### src/hw/rtl/tccw_pkg.sv
// ----------------------------------------------------------------------------
// tccw_pkg
// Types and constants shared by the text console cursor writer.
// ----------------------------------------------------------------------------
`default_nettype none

package tccw_pkg;

  typedef enum logic [1:0] {
    MODE_STREAM = 2'd0,
    MODE_PUT    = 2'd1,
    MODE_MOVE   = 2'd2,
    MODE_SET    = 2'd3
  } mode_t;

  typedef enum logic [1:0] {
    DIR_UP    = 2'd0,
    DIR_DOWN  = 2'd1,
    DIR_LEFT  = 2'd2,
    DIR_RIGHT = 2'd3
  } dir_t;

  typedef enum logic [1:0] {
    SCR_TILE   = 2'd0,
    SCR_TEXT   = 2'd1,
    SCR_BITMAP = 2'd2,
    SCR_SPARE  = 2'd3
  } screen_t;

  typedef enum logic [1:0] {
    REG_SCREEN_MODE   = 2'd0,
    REG_NAME_BASE     = 2'd1,
    REG_PATTERN_BASE  = 2'd2,
    REG_UNUSED        = 2'd3
  } reg_index_t;

  localparam logic [7:0] CH_NEWLINE = 8'h0A;
  localparam logic [7:0] CH_RETURN  = 8'h0D;
  localparam logic [7:0] CH_FIRST   = 8'h20;
  localparam logic [7:0] CH_LAST    = 8'h7D;
  localparam logic [7:0] COORD_NEG  = 8'hFF;
  localparam logic [7:0] LAST_COL_TEXT = 8'd39;
  localparam logic [7:0] LAST_COL_TILE = 8'd31;
  localparam logic [2:0] BEAT_LAST  = 3'd7;

  localparam int QDepth = 4;
  localparam int QPtrW  = $clog2(QDepth);

  typedef struct packed {
    logic [1:0] mode;
    logic [7:0] char_code;
    logic [1:0] direction;
    logic [7:0] column;
    logic [7:0] row;
  } in_item_t;

  typedef struct packed {
    logic        write_valid;
    logic [13:0] vram_address;
    logic [7:0]  write_value;
    logic        use_font;
    logic [9:0]  font_address;
    logic [5:0]  cursor_column;
    logic [4:0]  cursor_row;
    logic        last;
  } out_item_t;

  // One classified item between the front and the back.
  typedef struct packed {
    logic        write;
    logic        font;
    logic [13:0] addr;
    logic [7:0]  value;
    logic [6:0]  glyph;
    logic [5:0]  col;
    logic [4:0]  row;
  } q_entry_t;

endpackage

`default_nettype wire

### src/hw/rtl/tccw_if.sv
// ----------------------------------------------------------------------------
// tccw_if
// Handshake channels of the text console cursor writer.
// ----------------------------------------------------------------------------
`default_nettype none

interface tccw_in_if;
  logic               valid;
  logic               ready;
  tccw_pkg::in_item_t data;
  modport source (output valid, output data, input ready);
  modport sink   (input valid, input data, output ready);
endinterface

interface tccw_out_if;
  logic                valid;
  logic                ready;
  tccw_pkg::out_item_t data;
  modport source (output valid, output data, input ready);
  modport sink   (input valid, input data, output ready);
endinterface

interface tccw_cfg_if;
  logic        valid;
  logic        ready;
  logic [1:0]  index;
  logic [13:0] data;
  modport source (output valid, output index, output data, input ready);
  modport sink   (input valid, input index, input data, output ready);
endinterface

`default_nettype wire

### src/hw/rtl/tccw_front.sv
// ----------------------------------------------------------------------------
// tccw_front
// Holds the registers and the cursor, classifies each event and computes
// its write address and the cursor position that follows it.
// ----------------------------------------------------------------------------
`default_nettype none

module tccw_front #(
  parameter int LAST_ROW = 23
) (
  input  logic               clk,
  input  logic               rst,
  tccw_cfg_if.sink           cfg,
  tccw_in_if.sink            item_in,
  output logic               q_push,
  output tccw_pkg::q_entry_t q_entry,
  input  logic               q_full
);
  import tccw_pkg::*;

  localparam int RowW = $clog2(LAST_ROW + 1);
  localparam logic [7:0] LastRow8 = 8'(LAST_ROW);

  logic [1:0]      screen_mode;
  logic [13:0]     name_base;
  logic [13:0]     pattern_base;
  logic [5:0]      cur_col;
  logic [RowW-1:0] cur_row;

  logic [7:0]  col8, row8, mx, ch;
  logic [7:0]  pc, pr, nc, nr;
  logic        printable, do_place, emit, bitmap;
  logic [13:0] offset;

  always_comb begin
    col8      = {2'b00, cur_col};
    row8      = 8'(cur_row);
    mx        = (screen_mode == SCR_TEXT) ? LAST_COL_TEXT : LAST_COL_TILE;
    bitmap    = (screen_mode == SCR_BITMAP);
    ch        = item_in.data.char_code;
    printable = (ch >= CH_FIRST) && (ch <= CH_LAST);
    do_place  = 1'b0;
    emit      = 1'b0;
    pc        = col8;
    pr        = row8;
    unique case (item_in.data.mode)
      MODE_STREAM: begin
        if (ch == CH_NEWLINE) begin
          do_place = 1'b1;
          pr       = row8 + 8'd1;
        end else if (ch == CH_RETURN) begin
          do_place = 1'b1;
          pc       = 8'd0;
        end else if (printable) begin
          emit     = 1'b1;
          do_place = 1'b1;
          pc       = col8 + 8'd1;
        end
      end
      MODE_PUT: begin
        emit = printable;
      end
      MODE_MOVE: begin
        do_place = 1'b1;
        unique case (item_in.data.direction)
          DIR_UP:    pr = row8 - 8'd1;
          DIR_DOWN:  pr = row8 + 8'd1;
          DIR_LEFT:  pc = col8 - 8'd1;
          DIR_RIGHT: pc = col8 + 8'd1;
          default:   pc = col8;
        endcase
      end
      MODE_SET: begin
        do_place = 1'b1;
        pc       = item_in.data.column;
        pr       = item_in.data.row;
      end
      default: do_place = 1'b0;
    endcase

    // Column wrap first, since it may move the row across its own limits.
    nc = pc;
    nr = pr;
    if (pc == COORD_NEG) begin
      nc = mx;
      nr = pr - 8'd1;
    end else if (pc > mx) begin
      nc = 8'd0;
      nr = pr + 8'd1;
    end
    if (nr == COORD_NEG) begin
      nr = LastRow8;
    end else if (nr > LastRow8) begin
      nr = 8'd0;
    end

    // The write address uses the cursor as it stands before the event.
    offset = (14'(row8) << 5) + ((screen_mode == SCR_TEXT) ? (14'(row8) << 3) : 14'd0)
           + 14'(col8);

    q_entry.write = emit;
    q_entry.font  = emit && bitmap;
    if (!emit) begin
      q_entry.addr = 14'd0;
    end else if (bitmap) begin
      q_entry.addr = pattern_base + (offset << 3);
    end else begin
      q_entry.addr = name_base + offset;
    end
    q_entry.value = (emit && !bitmap) ? ch : 8'd0;
    q_entry.glyph = (emit && bitmap) ? 7'(ch - CH_FIRST) : 7'd0;
    q_entry.col   = do_place ? nc[5:0] : cur_col;
    q_entry.row   = do_place ? nr[4:0] : row8[4:0];
  end

  assign item_in.ready = !q_full;
  assign q_push        = item_in.valid && !q_full;
  assign cfg.ready     = 1'b1;

  always_ff @(posedge clk) begin
    if (rst) begin
      screen_mode  <= 2'd0;
      name_base    <= 14'd0;
      pattern_base <= 14'd0;
      cur_col      <= 6'd0;
      cur_row      <= '0;
    end else begin
      if (cfg.valid) begin
        case (cfg.index)
          REG_SCREEN_MODE:  screen_mode  <= cfg.data[1:0];
          REG_NAME_BASE:    name_base    <= cfg.data;
          REG_PATTERN_BASE: pattern_base <= cfg.data;
          default:          screen_mode  <= screen_mode;
        endcase
      end
      if (q_push && do_place) begin
        cur_col <= nc[5:0];
        cur_row <= RowW'(nr);
      end
    end
  end

endmodule

`default_nettype wire

### src/hw/rtl/tccw_queue.sv
// ----------------------------------------------------------------------------
// tccw_queue
// Short FIFO of classified events between the front and the back.
// ----------------------------------------------------------------------------
`default_nettype none

module tccw_queue (
  input  logic               clk,
  input  logic               rst,
  input  logic               push,
  input  tccw_pkg::q_entry_t push_entry,
  input  logic               pop,
  output tccw_pkg::q_entry_t head,
  output logic               empty,
  output logic               full
);
  import tccw_pkg::*;

  q_entry_t         slots [QDepth];
  logic [QPtrW-1:0] wr_ptr, rd_ptr;
  logic [QPtrW:0]   count;

  assign head  = slots[rd_ptr];
  assign empty = (count == '0);
  assign full  = (count == (QPtrW + 1)'(QDepth));

  always_ff @(posedge clk) begin
    if (push) begin
      slots[wr_ptr] <= push_entry;
    end
  end

  always_ff @(posedge clk) begin
    if (rst) begin
      wr_ptr <= '0;
      rd_ptr <= '0;
      count  <= '0;
    end else begin
      if (push) begin
        wr_ptr <= wr_ptr + 1'b1;
      end
      if (pop) begin
        rd_ptr <= rd_ptr + 1'b1;
      end
      if (push && !pop) begin
        count <= count + 1'b1;
      end else if (pop && !push) begin
        count <= count - 1'b1;
      end
    end
  end

endmodule

`default_nettype wire

### src/hw/rtl/tccw_back.sv
// ----------------------------------------------------------------------------
// tccw_back
// Expands each classified event into its result beats: one for a name
// table write or a cursor-only event, eight for a bitmap glyph.
// ----------------------------------------------------------------------------
`default_nettype none

module tccw_back (
  input  logic               clk,
  input  logic               rst,
  input  tccw_pkg::q_entry_t head,
  input  logic               q_empty,
  output logic               q_pop,
  tccw_out_if.source         result_out
);
  import tccw_pkg::*;

  logic      out_valid;
  out_item_t out_data;
  logic      active;
  logic [2:0] beat;
  q_entry_t  cur;

  q_entry_t   src;
  logic [2:0] beat_sel;
  logic       load_ok, fire, is_final;
  out_item_t  beat_data;

  always_comb begin
    load_ok  = !out_valid || result_out.ready;
    src      = active ? cur : head;
    beat_sel = active ? beat : 3'd0;
    fire     = load_ok && (active || !q_empty);
    is_final = !src.font || (beat_sel == BEAT_LAST);

    beat_data.write_valid   = src.write;
    beat_data.vram_address  = src.addr + 14'(beat_sel);
    beat_data.write_value   = src.value;
    beat_data.use_font      = src.font;
    beat_data.font_address  = src.font ? {src.glyph, beat_sel} : 10'd0;
    beat_data.cursor_column = src.col;
    beat_data.cursor_row    = src.row;
    beat_data.last          = is_final;
  end

  // The head leaves the queue on its first beat; later beats run from cur.
  assign q_pop             = fire && !active;
  assign result_out.valid  = out_valid;
  assign result_out.data   = out_data;

  always_ff @(posedge clk) begin
    if (fire) begin
      out_data <= beat_data;
      cur      <= src;
      beat     <= beat_sel + 3'd1;
    end
  end

  always_ff @(posedge clk) begin
    if (rst) begin
      out_valid <= 1'b0;
      active    <= 1'b0;
    end else begin
      if (fire) begin
        out_valid <= 1'b1;
        active    <= !is_final;
      end else if (result_out.ready) begin
        out_valid <= 1'b0;
      end
    end
  end

endmodule

`default_nettype wire

### src/hw/rtl/text_console_cursor_writer.sv
// An accepted event is written into the queue, and the back end registers
// its result beats. Throughput: one event per cycle for cursor moves and
// name table writes; a bitmap glyph gives eight beats, one beat per cycle
// from the back end's beat counter, while the result port is ready. A
// four-entry queue lets events enter while a glyph drains. Reset puts the
// cursor at column 0, row 0, clears all registers and empties the queue.
// ----------------------------------------------------------------------------
// text_console_cursor_writer
// Turns console events into video memory writes while tracking the cursor.
// ----------------------------------------------------------------------------
`default_nettype none

module text_console_cursor_writer #(
  parameter int LAST_ROW = 23
) (
  input logic        clk,
  input logic        rst,
  tccw_cfg_if.sink   cfg,
  tccw_in_if.sink    item_in,
  tccw_out_if.source result_out
);
  import tccw_pkg::*;

  logic     q_push, q_pop, q_empty, q_full;
  q_entry_t q_entry, q_head;

  tccw_front #(
    .LAST_ROW (LAST_ROW)
  ) u_front (
    .clk     (clk),
    .rst     (rst),
    .cfg     (cfg),
    .item_in (item_in),
    .q_push  (q_push),
    .q_entry (q_entry),
    .q_full  (q_full)
  );

  tccw_queue u_queue (
    .clk        (clk),
    .rst        (rst),
    .push       (q_push),
    .push_entry (q_entry),
    .pop        (q_pop),
    .head       (q_head),
    .empty      (q_empty),
    .full       (q_full)
  );

  tccw_back u_back (
    .clk        (clk),
    .rst        (rst),
    .head       (q_head),
    .q_empty    (q_empty),
    .q_pop      (q_pop),
    .result_out (result_out)
  );

endmodule

`default_nettype wire

### src/flat_wrapper.sv
// flat-port wrapper written by rule: the top's interface ports become plain ports
module text_console_cursor_writer_flat import tccw_pkg::*;
#(
  parameter int LAST_ROW = 23
)
  (clk, rst, cfg_valid, cfg_index, cfg_data, cfg_ready, item_in_valid, item_in_data, item_in_ready, result_out_valid, result_out_data, result_out_ready);
  tccw_cfg_if cfg_i ();
  tccw_in_if item_in_i ();
  tccw_out_if result_out_i ();
  input logic clk;
  input logic rst;
  input wire logic [$bits(cfg_i.valid)-1:0] cfg_valid;
  input wire logic [$bits(cfg_i.index)-1:0] cfg_index;
  input wire logic [$bits(cfg_i.data)-1:0] cfg_data;
  output wire logic [$bits(cfg_i.ready)-1:0] cfg_ready;
  input wire logic [$bits(item_in_i.valid)-1:0] item_in_valid;
  input wire logic [$bits(item_in_i.data)-1:0] item_in_data;
  output wire logic [$bits(item_in_i.ready)-1:0] item_in_ready;
  output wire logic [$bits(result_out_i.valid)-1:0] result_out_valid;
  output wire logic [$bits(result_out_i.data)-1:0] result_out_data;
  input wire logic [$bits(result_out_i.ready)-1:0] result_out_ready;
  assign cfg_i.valid = cfg_valid;
  assign cfg_i.index = cfg_index;
  assign cfg_i.data = cfg_data;
  assign cfg_ready = cfg_i.ready;
  assign item_in_i.valid = item_in_valid;
  assign item_in_i.data = item_in_data;
  assign item_in_ready = item_in_i.ready;
  assign result_out_valid = result_out_i.valid;
  assign result_out_data = result_out_i.data;
  assign result_out_i.ready = result_out_ready;
  text_console_cursor_writer #(.LAST_ROW(LAST_ROW)) u_core (.clk(clk), .rst(rst), .cfg(cfg_i), .item_in(item_in_i), .result_out(result_out_i));
endmodule
### config.mk
export PLATFORM = sky130hd
export DESIGN_NAME = text_console_cursor_writer_flat
export DESIGN_NICKNAME = d
export VERILOG_FILES = /design/src/hw/rtl/tccw_pkg.sv /design/src/hw/rtl/tccw_if.sv /design/src/hw/rtl/tccw_front.sv /design/src/hw/rtl/tccw_queue.sv /design/src/hw/rtl/tccw_back.sv /design/src/hw/rtl/text_console_cursor_writer.sv /design/src/flat_wrapper.sv
export SDC_FILE = /design/constraint.sdc
export NUM_CORES = 1
export LEC_CHECK = 0
export ABC_AREA = 0
export ABC_CLOCK_PERIOD_IN_PS = 10610
export BUFFER_PORTS_ARGS = -buffer_cell sky130_fd_sc_hd__clkbuf_2
export CORE_MARGIN = 2
export CORE_UTILIZATION = 35
export CTS_BUF_LIST = sky130_fd_sc_hd__clkbuf_4
export DETAILED_ROUTE_END_ITERATION = 8
export GPL_TIMING_DRIVEN = 0
export PLACE_DENSITY = 0.61
export SYNTH_ARGS = -nofsm -noshare
export SYNTH_HDL_FRONTEND = slang
export SYNTH_SLANG_ARGS = --single-unit
### constraint.sdc
create_clock -name clk -period 10.61 [get_ports clk]
set_clock_uncertainty 0.15 [all_clocks]
set_input_delay 1.061 -clock clk [delete_from_list [all_inputs] [get_ports clk]]
set_output_delay 1.061 -clock clk [all_outputs]
set_load 0.05 [all_outputs]
==> results.sh, run 1 <==
export IMPL_rows=74
export IMPL_worst_slack_ns=4.65
export IMPL_r2r_start="u_core.u_front.cur_col[1]$_SDFFE_PP0P_"
export IMPL_fillCellCount=3900
export IMPL_yosysSeqAreaShare_pct=57.0
export IMPL_synth_cell_types=83
export IMPL_port_buffers=94
export IMPL_clockBufferDepth=3
export IMPL_fin_crit_sh_pct=56.2
export IMPL_multi_input_area_sq_um=5580
export IMPL_switching_share_pct=35.8
export IMPL_grt_max_degree=30
export IMPL_first_iter_violations=718
export IMPL_crit_required_ns=10.85
export IMPL_syn_instance_count=1162
export IMPL_post_cts_resized=0
export IMPL_p_comb_share_pct=34.7
export IMPL_pre_cts_slack_ns=4.15
export IMPL_max_stage_delay_ns=0.73
export IMPL_gr_total_overflow=0
export IMPL_cp_arrival_ns=6.20
export IMPL_r2r_slack_ns=4.65
export IMPL_ant_nets=0
export IMPL_die_h_um=207
export IMPL_final_cell_area_sq_um=16500
export IMPL_hold_slack_ns=0.313
export IMPL_dpl_cell_area_sq_um=15700
export IMPL_routabilityCongestion=0.891
export IMPL_post_cts_buffers=0
export IMPL_internal_power_mw=2.47
export IMPL_rsz0062_at_grt="false"
export IMPL_cp_end_kind="flip-flop"
export IMPL_first_global_vias=9870
export IMPL_clkPwrFrac_pct=22.8
export IMPL_cap_violations=0
export IMPL_worstHoldEndpoint="u_core.u_front.pattern_base[1]$_SDFFE_PP0P_"
export IMPL_dp_cells=1798
export IMPL_drive_gt1_share_pct=23.2
export IMPL_cts_buffers_inserted=73
export IMPL_p_sw_mw=1.38
export IMPL_drv_slew=0
export IMPL_ff2ff_path_depth=19
export IMPL_layout_common_cells="edfxtp_1 (238), nand2_1 (109), clkbuf_4 (106)"
export IMPL_ys_ff_latch=290
export IMPL_p_leak_nw=6.17
export IMPL_crit_chain="clkbuf_2 -> nand4_1 -> o211ai_1 -> a221oi_1 -> a31o_2 -> or2_2 -> ha_1 -> a21o_1 -> a21oi_1 -> o311ai_0 -> nand2_1 -> buf_2 -> nor4_1 -> nor3_1 -> a21oi_1 -> or4_4 -> a31oi_1"
export IMPL_synth_edf_count=238
export IMPL_outcome="finished clean"
export IMPL_finalSetupTns_ns=0
export IMPL_clk_pin_slew_ns=0.07
export IMPL_critPathKind="in2reg"
export IMPL_ys_warn_count=0
export IMPL_rr_endpoint="u_core.u_queue.slots[0][1]$_DFFE_PP_"
export IMPL_syn_avg_cell_area_sq_um=12.4
export IMPL_cp_start_kind="primary input"
export IMPL_clk_latency_ns=0.68
export IMPL_cp_max_fo=10
export IMPL_synth_flop_cell="edfxtp_1"
export IMPL_start_util_pct=35.3
export IMPL_ios=98
export IMPL_hold_class="reg2reg"
export IMPL_setup_viol=0
export IMPL_peakVddDrop_mv=0.111
export IMPL_grtUsageTotal_pct=16.3
export IMPL_fin_nets=1445
export IMPL_synthArstFlopShare_pct=0
export IMPL_clock_sinks=290
export IMPL_cts_tree="yes"
export IMPL_ctsHtreeMaxLevel=3
export IMPL_min_from="u_core.u_front.pattern_base[1]$_SDFFE_PP0P_"
export IMPL_antenna_found_initial=4
export IMPL_drt_total_wl_mm=34.5
export IMPL_p_per_area_nw_per_um2=233
export IMPL_drc_errors=0
export IMPL_firstDrtPassIters=5
export IMPL_min_period_ns=5.96
export IMPL_die_x_um=207
export IMPL_dpl_hpwl_mm=25.1
export IMPL_synth_area_sq_um=14400
export IMPL_p_seq_share_pct=42.4
export IMPL_vias=9751
export IMPL_holdPathStages=2
export IMPL_holdBufCountCts=0
export IMPL_regArea_sq_um=8190
export IMPL_worst_pin_slew_ns=1.06
export IMPL_floorplan_die_area_sq_um=42700
export IMPL_fmax_mhz=168
export IMPL_area_delta_synth_final_pct=15.2
export IMPL_grt_pass1_wl_mm=53.7
export IMPL_final_cells=1930
export IMPL_root_buffer="clkbuf_4"
export IMPL_design_core_area_sq_um=40600
export IMPL_hold_viol=0
export IMPL_slowest_stage="o211ai_1"
export IMPL_wl_per_cell_um=17.9
export IMPL_crit_top_cell="a21oi_1"
export IMPL_final_common_cell="edfxtp_1"
export IMPL_via_per_inst=5.05
export IMPL_slew_headroom_pct=28.4
[routing by layer]
layer	track usage (%)	share of wire, %
met4	5.13	1.4
met5	0	0
met1	21.1	44
met2	27.3	48
met3	3.72	6.0
[flip-flops by register name, summed over array words and instances (netlist names), named ones only]
register	flops
u_core.u_queue.slots	168
u_core.u_back.cur	42
u_core.u_back.result_out.data	25
u_core.u_front.name_base	14
u_core.u_front.pattern_base	14
u_core.u_front.cur_col	6
u_core.u_front.cur_row	5
u_core.u_back.beat	3
u_core.u_queue.count	3
u_core.u_front.screen_mode	2
u_core.u_queue.rd_ptr	2
u_core.u_queue.wr_ptr	2
u_core.u_back.active	1
u_core.u_back.result_out.valid	1
[synthesized netlist by cell type, types with 5 or more instances]
cell | instances | share of area (%)
nand2_1 | 109 | 2.8
mux2_2 | 15 | 1.2
ha_1 | 49 | 4.3
and2_1 | 22 | 0.96
a21oi_1 | 82 | 2.9
a22oi_1 | 5 | 0.26
nor3_1 | 18 | 0.63
mux2i_1 | 17 | 1.2
a31oi_1 | 9 | 0.39
dfxtp_1 | 52 | 7.2
o31a_1 | 5 | 0.30
clkbuf_1 | 42 | 1.1
or3_1 | 8 | 0.35
nor4_1 | 10 | 0.44
o21ai_0 | 25 | 0.87
inv_1 | 57 | 1.5
xnor2_1 | 32 | 2.0
and3_1 | 19 | 0.83
mux4_2 | 42 | 6.6
nor2_1 | 81 | 2.1
buf_4 | 22 | 1.1
xor2_1 | 10 | 0.61
nor2b_1 | 10 | 0.44
nand2b_1 | 11 | 0.48
nand3_1 | 19 | 0.66
o21bai_1 | 7 | 0.37
edfxtp_1 | 238 | 50
nor3b_1 | 7 | 0.37
buf_2 | 7 | 0.24
buf_1 | 7 | 0.18
a21o_1 | 9 | 0.47
a21boi_0 | 6 | 0.31
nand4_1 | 6 | 0.26
fa_1 | 6 | 0.84
[worst max-delay path: cells and delay by family]
kind | cells | cell delay [ns]
compound gates | 8 | 2.52
simple gates | 6 | 1.82
buf+inv | 2 | 0.47
fa+ha+maj | 1 | 0.30
[area by class of cell]
type / count / area share (%)
buffer: 80 / 2.46
inverter: 58 / 1.32
timing repair buffer: 101 / 3.58
multi-input combinational: 737 / 33.7
antenna: 4 / 0.0605
tap: 532 / 4.02
clock buffer: 106 / 4.81
clock inverter: 22 / 0.514
sequential: 290 / 49.5
[power by group through the flow]
stage | logic (mW) | registers (mW) | clock network (mW)
final | 1.34 | 1.63 | 0.880
after global routing | 1.45 | 1.66 | 0.975
after CTS | 1.36 | 1.64 | 0.916
after detailed placement | 1.35 | 1.66 | 0
after global placement | 1.30 | 1.68 | 0
after floorplan | 0.823 | 1.83 | 0
[how the worst max path moves through the flow]
stage / from / end / slack (ns) / cells after the start
3_5_place_dp: item_in_data[19] / u_core.u_queue.slots[0][1]$_DFFE_PP_ / 4.15 / 17
3_3_place_gp: item_in_data[19] / u_core.u_queue.slots[0][1]$_DFFE_PP_ / 4.30 / 17
2_1_floorplan: item_in_data[23] / u_core.u_queue.slots[0][0]$_DFFE_PP_ / 5.41 / 18
6_report: item_in_data[22] / u_core.u_queue.slots[0][1]$_DFFE_PP_ / 4.65 / 17
4_1_cts: u_core.u_front.cur_col[1]$_SDFFE_PP0P_ / u_core.u_queue.slots[0][1]$_DFFE_PP_ / 4.81 / 19
5_1_grt: u_core.u_front.cur_col[1]$_SDFFE_PP0P_ / u_core.u_queue.slots[0][1]$_DFFE_PP_ / 4.30 / 19
[cells by family after synthesis]
| kind of cell | synth area share (%) |
|---|---|
| xor gates and xnor gates | 2.56 |
| other | 0.0523 |
| muxes | 8.94 |
| and+or+nand+nor | 12.8 |
| AOI/OAI and AO/OA | 9.19 |
| adders and majority gates | 5.10 |
| DFF | 57.0 |
| buffers and inverters | 4.35 |
[per-stage QoR]
step | total power, mW | utilization (%)
finish | 3.85 | 40.7
global route | 4.08 | 40.7
CTS | 3.91 | 40.7
detailed placement | 3.01 | 38.5
global placement | 2.97 | 38.2
floorplan | 2.66 | -
Power figures use the tool's default switching activity.
==> run 2: changes to the inputs <==
--- a/config.mk
+++ b/config.mk
@@ -6,14 +6,14 @@
 export NUM_CORES = 1
 export LEC_CHECK = 0
 export ABC_AREA = 0
-export ABC_CLOCK_PERIOD_IN_PS = 10610
+export ABC_CLOCK_PERIOD_IN_PS = 5200
 export BUFFER_PORTS_ARGS = -buffer_cell sky130_fd_sc_hd__clkbuf_2
 export CORE_MARGIN = 2
 export CORE_UTILIZATION = 35
 export CTS_BUF_LIST = sky130_fd_sc_hd__clkbuf_4
 export DETAILED_ROUTE_END_ITERATION = 8
 export GPL_TIMING_DRIVEN = 0
-export PLACE_DENSITY = 0.61
+export PLACE_DENSITY = 0.63
 export SYNTH_ARGS = -nofsm -noshare
 export SYNTH_HDL_FRONTEND = slang
 export SYNTH_SLANG_ARGS = --single-unit
==> constraint.sdc (replaced) <==
create_clock -name clk -period 5.2 [get_ports clk]
set_clock_uncertainty 0.15 [all_clocks]
set_input_delay 0.52 -clock clk [delete_from_list [all_inputs] [get_ports clk]]
set_output_delay 0.52 -clock clk [all_outputs]
set_load 0.05 [all_outputs]
==> results.sh, run 2 (same netlist as run 1, synthesis figures left out) <==
export IMPL_outcome="finished clean"
export IMPL_slew_headroom_pct=32.9
export IMPL_grt_met3_usage_pct=4.41
export IMPL_port_buffers=94
export IMPL_via_per_inst=5.11
export IMPL_grtUsageTotal_pct=16.2
export IMPL_r2r_start="u_core.u_front.cur_col[1]$_SDFFE_PP0P_"
export IMPL_r2r_slack_ns=0.18
export IMPL_cap_violations=0
export IMPL_p_per_area_nw_per_um2=472
export IMPL_vias=9928
export IMPL_final_cells=1943
export IMPL_ff2ff_path_depth=20
export IMPL_hold_slack_ns=0.105
export IMPL_design_core_area_sq_um=40600
export IMPL_worstHoldEndpoint="u_core.u_front.screen_mode[0]$_SDFFE_PP0P_"
export IMPL_dp_cells=1798
export IMPL_crit_buf_inv=3
export IMPL_fillCellCount=3846
export IMPL_grt_met2_usage_pct=26.6
export IMPL_clockBufferDepth=3
export IMPL_clock_sinks=290
export IMPL_hold_viol=0
export IMPL_dpl_hpwl_mm=25.3
export IMPL_fmax_mhz=199
export IMPL_die_h_um=207
export IMPL_drt_total_wl_mm=34.4
export IMPL_drc_errors=0
export IMPL_routabilityCongestion=0.889
export IMPL_first_iter_violations=735
export IMPL_first_global_vias=9879
export IMPL_cp_max_fo=10
export IMPL_rows=74
export IMPL_fin_nets=1457
export IMPL_cts_buffers_inserted=70
export IMPL_cpLargestDelayFamily="compound AO/OA/AOI/OAI gates"
export IMPL_final_common_cell="edfxtp_1"
export IMPL_peakVddDrop_mv=0.236
export IMPL_critPathKind="in2reg"
export IMPL_cp_start_kind="primary input"
export IMPL_min_from="cfg_index[1]"
export IMPL_top_register="u_core.u_queue.slots"
export IMPL_top_usage_layer="met2"
export IMPL_fin_crit_sh_pct=96.8
export IMPL_die_x_um=207
export IMPL_layout_common_cells="edfxtp_1 (238), nand2_1 (109), clkbuf_2 (95), clkbuf_4 (95), a21oi_1 (81)"
export IMPL_area_delta_synth_final_pct=17.4
export IMPL_clk_latency_ns=0.69
export IMPL_cts_tree="yes"
export IMPL_largest_register_ffs=168
export IMPL_ctsHtreeMaxLevel=3
export IMPL_antenna_found_initial=3
export IMPL_grtUsageMet1_pct=20.7
export IMPL_clk_pin_slew_ns=0.07
export IMPL_min_period_ns=5.04
export IMPL_floorplan_die_area_sq_um=42700
export IMPL_grt_max_degree=33
export IMPL_ios=98
export IMPL_max_stage_delay_ns=0.79
export IMPL_cp_arrival_ns=5.36
export IMPL_cp_end_kind="flip-flop"
export IMPL_crit_required_ns=5.52
export IMPL_start_util_pct=35.3
export IMPL_final_util_pct=41.5
export IMPL_rr_endpoint="u_core.u_queue.slots[2][0]$_DFFE_PP_"
export IMPL_firstDrtPassIters=5
export IMPL_gr_total_overflow=0
export IMPL_slowest_stage="o211ai_1"
export IMPL_wl_per_cell_um=17.7
export IMPL_drive_gt1_share_pct=24.1
export IMPL_p_leak_nw=6.29
export IMPL_drv_slew=0
export IMPL_setup_viol=0
export IMPL_ant_nets=0
export IMPL_crit_chain="clkbuf_2 -> nand4_1 -> o211ai_1 -> a221oi_1 -> a31o_2 -> or2_2 -> ha_1 -> and3_1 -> o311ai_1 -> a2111o_1 -> nand2_1 -> buf_4 -> nor2_1 -> or4b_1 -> a211o_1 -> nand4bb_1 -> clkbuf_4 -> a31oi_4"
export IMPL_hold_class="in2reg"
export IMPL_holdPathStages=4
export IMPL_root_buffer="clkbuf_4"
export IMPL_grt_pass1_wl_mm=53.0
export IMPL_worst_pin_slew_ns=0.994
run 2: tightest hold or removal path, delay by kind of cell:
family                 cells  cell delay [ns]
multiplexers               1             0.12
buffers and inverters      1             0.11
AND/OR/NAND/NOR            2             0.16
run 2: cell type report:
cell class              instances  area, sq um  area share (%)
clock inverters                33          195            1.16
flip-flops and latches        290         8190            48.6
plain buffers                  80          428            2.54
inverters                      58          221            1.31
diodes                          3         7.51          0.0445
repair buffers                116          741            4.39
clock buffers                  94          706            4.18
well taps                     532          666            3.95
multi-input cells             737         5710            33.9
run 2: through the flow:
step | area (sq um) | worst slack (ns) | total power [mW] | setup TNS [ns]
floorplan | 14400 | 0.544 | 5.42 | 0
global placement | 15500 | -0.590 | 6.06 | -11.79
detailed placement | 15700 | -0.706 | 6.16 | -13.55
CTS | 16800 | 0.0603 | 8.05 | 0
global route | 16900 | -0.0160 | 8.40 | -0.0709
finish | 16900 | 0.164 | 7.97 | 0
run 2: what timing repair did:
item / 4_1_cts / 5_1_grt
setup buffers: 1 / 0
hold buffers: 14 / 0
endpoints found under the hold margin: 30 / 0
endpoints found under the setup margin: 25 / 38
gates resized for setup: 15 / 18
run 2: worst max-delay path by stage:
stage / start / to / slack, ns / depth (start not counted)
after floorplan: item_in_data[23] / u_core.u_queue.slots[0][0]$_DFFE_PP_ / 0.54 / 18
after global placement: item_in_data[19] / u_core.u_queue.slots[0][0]$_DFFE_PP_ / -0.59 / 18
after detailed placement: item_in_data[19] / u_core.u_queue.slots[1][0]$_DFFE_PP_ / -0.71 / 18
after CTS: u_core.u_front.cur_col[1]$_SDFFE_PP0P_ / u_core.u_queue.slots[3][2]$_DFFE_PP_ / 0.06 / 20
after global routing: u_core.u_front.cur_col[1]$_SDFFE_PP0P_ / u_core.u_queue.slots[1][0]$_DFFE_PP_ / -0.02 / 20
final: item_in_data[19] / u_core.u_queue.slots[2][0]$_DFFE_PP_ / 0.16 / 18
run 2: report_power, final:
group	internal [mW]	leakage, nW	switching (mW)
Combinational	0.956	3.03	1.82
Sequential	3.18	2.72	0.160
Clock	0.955	0.535	0.899
Total	5.09	6.29	2.88
run 2: layer usage:
| layer | part of all wire (%) | wire [um] | vias up |
|---|---|---|---|
| li1 | - | - | 4747 |
| met3 | 7.3 | 2510 | 64 |
| met1 | 43 | 14900 | 4802 |
| met4 | 2.0 | 690 | 0 |
| met2 | 47 | 16300 | 315 |
| met5 | 0 | 0 | - |
==> run 3: changes to the inputs <==
--- a/config.mk
+++ b/config.mk
@@ -9,11 +9,11 @@
 export ABC_CLOCK_PERIOD_IN_PS = 5200
 export BUFFER_PORTS_ARGS = -buffer_cell sky130_fd_sc_hd__clkbuf_2
 export CORE_MARGIN = 2
-export CORE_UTILIZATION = 35
+export CORE_UTILIZATION = 30
 export CTS_BUF_LIST = sky130_fd_sc_hd__clkbuf_4
 export DETAILED_ROUTE_END_ITERATION = 8
 export GPL_TIMING_DRIVEN = 0
-export PLACE_DENSITY = 0.63
+export PLACE_DENSITY = 0.57
 export SYNTH_ARGS = -nofsm -noshare
 export SYNTH_HDL_FRONTEND = slang
 export SYNTH_SLANG_ARGS = --single-unit
==> results.sh, run 3 (same netlist as run 1, synthesis figures left out) <==
export IMPL_min_period_ns=5.01
export IMPL_via_per_inst=4.87
export IMPL_root_buffer="clkbuf_4"
export IMPL_rows=80
export IMPL_clock_sinks=290
export IMPL_outcome="finished clean"
export IMPL_rsz0062_at_grt="false"
export IMPL_cp_max_fo=10
export IMPL_top_register="u_core.u_queue.slots"
export IMPL_p_leak_nw=6.31
export IMPL_die_h_um=223
export IMPL_drv_slew=0
export IMPL_dp_cells=1881
export IMPL_finalSetupTns_ns=0
export IMPL_fin_crit_sh_pct=96.3
export IMPL_hold_slack_ns=0.117
export IMPL_layout_common_cells="edfxtp_1 (238), clkbuf_4 (113), nand2_1 (109)"
export IMPL_area_delta_synth_final_pct=18.0
export IMPL_ctsHtreeMaxLevel=3
export IMPL_final_common_cell="edfxtp_1"
export IMPL_final_cells=2030
export IMPL_cts_tree="yes"
export IMPL_cts_buffers_inserted=74
export IMPL_start_util_pct=30.2
export IMPL_fillCellCount=4669
export IMPL_gr_total_overflow=0
export IMPL_p_total_mw=7.96
export IMPL_cp_start_kind="flip-flop"
export IMPL_hold_viol=0
export IMPL_routabilityCongestion=0.915
export IMPL_multi_input_area_sq_um=5680
export IMPL_vias=9891
export IMPL_internal_power_mw=5.11
export IMPL_switching_share_pct=35.7
export IMPL_worstHoldEndpoint="u_core.u_back.result_out.valid$_SDFFE_PP0P_"
export IMPL_critPathKind="reg2reg"
export IMPL_p_per_area_nw_per_um2=469
export IMPL_cp_arrival_ns=5.36
export IMPL_first_iter_violations=721
export IMPL_peakVddDrop_mv=0.238
export IMPL_regArea_sq_um=8190
export IMPL_grt_pass1_wl_mm=55.5
export IMPL_largest_register_ffs=168
export IMPL_holdPathStages=4
export IMPL_cap_violations=0
export IMPL_setup_viol=0
export IMPL_wl_per_cell_um=17.1
export IMPL_ant_nets=0
export IMPL_p_sw_mw=2.84
export IMPL_grt_max_degree=32
export IMPL_floorplan_die_area_sq_um=49700
export IMPL_ios=98
export IMPL_final_util_pct=35.7
export IMPL_min_from="result_out_ready"
export IMPL_r2r_start="u_core.u_front.cur_col[3]$_SDFFE_PP0P_"
export IMPL_p_comb_share_pct=34.8
export IMPL_cp_end_kind="flip-flop"
export IMPL_slew_headroom_pct=30.6
export IMPL_crit_required_ns=5.55
export IMPL_fmax_mhz=200
export IMPL_antenna_found_initial=3
export IMPL_drt_total_wl_mm=34.8
export IMPL_ff2ff_path_depth=17
export IMPL_dpl_hpwl_mm=25.4
export IMPL_design_core_area_sq_um=47500
export IMPL_clockBufferDepth=3
export IMPL_r2r_slack_ns=0.19
export IMPL_grtUsageTotal_pct=14.4
export IMPL_fin_nets=1464
export IMPL_drc_errors=0
export IMPL_die_x_um=223
export IMPL_rr_endpoint="u_core.u_queue.slots[1][1]$_DFFE_PP_"
export IMPL_clk_latency_ns=0.70
export IMPL_hold_class="in2reg"
export IMPL_p_seq_share_pct=41.9
export IMPL_clkPwrFrac_pct=23.2
export IMPL_first_global_vias=10200
export IMPL_firstDrtPassIters=7
export IMPL_port_buffers=94
export IMPL_worst_pin_slew_ns=1.03
export IMPL_clk_pin_slew_ns=0.07
export IMPL_drive_gt1_share_pct=24.8
==> run 3: cell types whose count changed in the layout (fill, tap and decap cells not counted), moves of 2 or more <==
cell       delta
buf_4         +3
bufinv_16     -2
clkbuf_4     +18
clkinv_1      -5
clkinv_2      -7
o311ai_4      -2
==> run 3: worst max path at each step <==
stage | slack, ns | end | startpoint | depth (start not counted)
after global placement | -0.60 | u_core.u_queue.slots[0][1]$_DFFE_PP_ | item_in_data[19] | 18
after detailed placement | -0.64 | u_core.u_queue.slots[1][1]$_DFFE_PP_ | item_in_data[19] | 18
final | 0.19 | u_core.u_queue.slots[1][1]$_DFFE_PP_ | u_core.u_front.cur_col[3]$_SDFFE_PP0P_ | 17
after floorplan | 0.54 | u_core.u_queue.slots[0][0]$_DFFE_PP_ | item_in_data[23] | 18
after CTS | 0.01 | u_core.u_queue.slots[3][0]$_DFFE_PP_ | u_core.u_front.cur_col[1]$_SDFFE_PP0P_ | 20
after global routing | 0.01 | u_core.u_queue.slots[1][38]$_DFFE_PP_ | u_core.u_front.screen_mode[1]$_SDFFE_PP0P_ | 17
==> run 3: critical path: stages (launching register included) <==
cell       delay (ns)
dfxtp_1          0.33
buf_6            0.14
or4b_4           0.53
o311a_1          0.30
o311ai_1         0.43
o311ai_2         0.24
ha_1             0.34
and3_1           0.15
o311ai_1         0.10
a2111o_1         0.36
nand2_1          0.10
clkbuf_4         0.21
nor2_1           0.07
or4b_1           0.51
a211o_1          0.23
nand4bb_1        0.17
buf_2            0.23
a31oi_4          0.23
==> run 3: layout make-up <==
class                           count  share of cell area (%)
Multi-Input combinational cell    737                    33.5
Clock inverter                     17                   0.384
Buffer                             80                    2.49
Antenna cell                        2                  0.0295
Sequential cell                   290                    48.3
Timing Repair Buffer              119                    4.50
Inverter                           58                    1.31
Clock buffer                      112                    4.96
Tap cell                          615                    4.54
==> run 3: what timing repair did <==
item	in CTS	in global routing
gates cloned	0	0
hold endpoints to repair	30	0
setup buffers	0	4
setup endpoints to repair	24	39
pin swaps	0	1
gates resized for setup	10	19
hold buffers	14	0
==> run 3: power groups by stage <==
stage               Sequential, mW  Combinational, mW  Clock (mW)
floorplan                     3.74               1.68           0
global placement              3.42               2.66           0
detailed placement            3.39               2.77           0
CTS                           3.35               2.79        1.92
global route                  3.39               3.00        2.05
finish                        3.34               2.77        1.85
==> run 3: per-stage QoR <==
step | instance area [sq um] | worst slack [ns]
floorplan | 14400 | 0.544
CTS | 16800 | 0.00994
global route | 17000 | 0.0138
global placement | 15600 | -0.600
finish | 17000 | 0.191
detailed placement | 15800 | -0.641
==> run 3: layer usage <==
layer  track usage, %  share of wire, %  vias to the layer above
met3             3.03               5.4                       42
met4             5.26               1.8                        0
met1             18.6                45                     4835
li1                 -                 -                     4762
met2             23.7                48                      252
met5                0                 0                        -
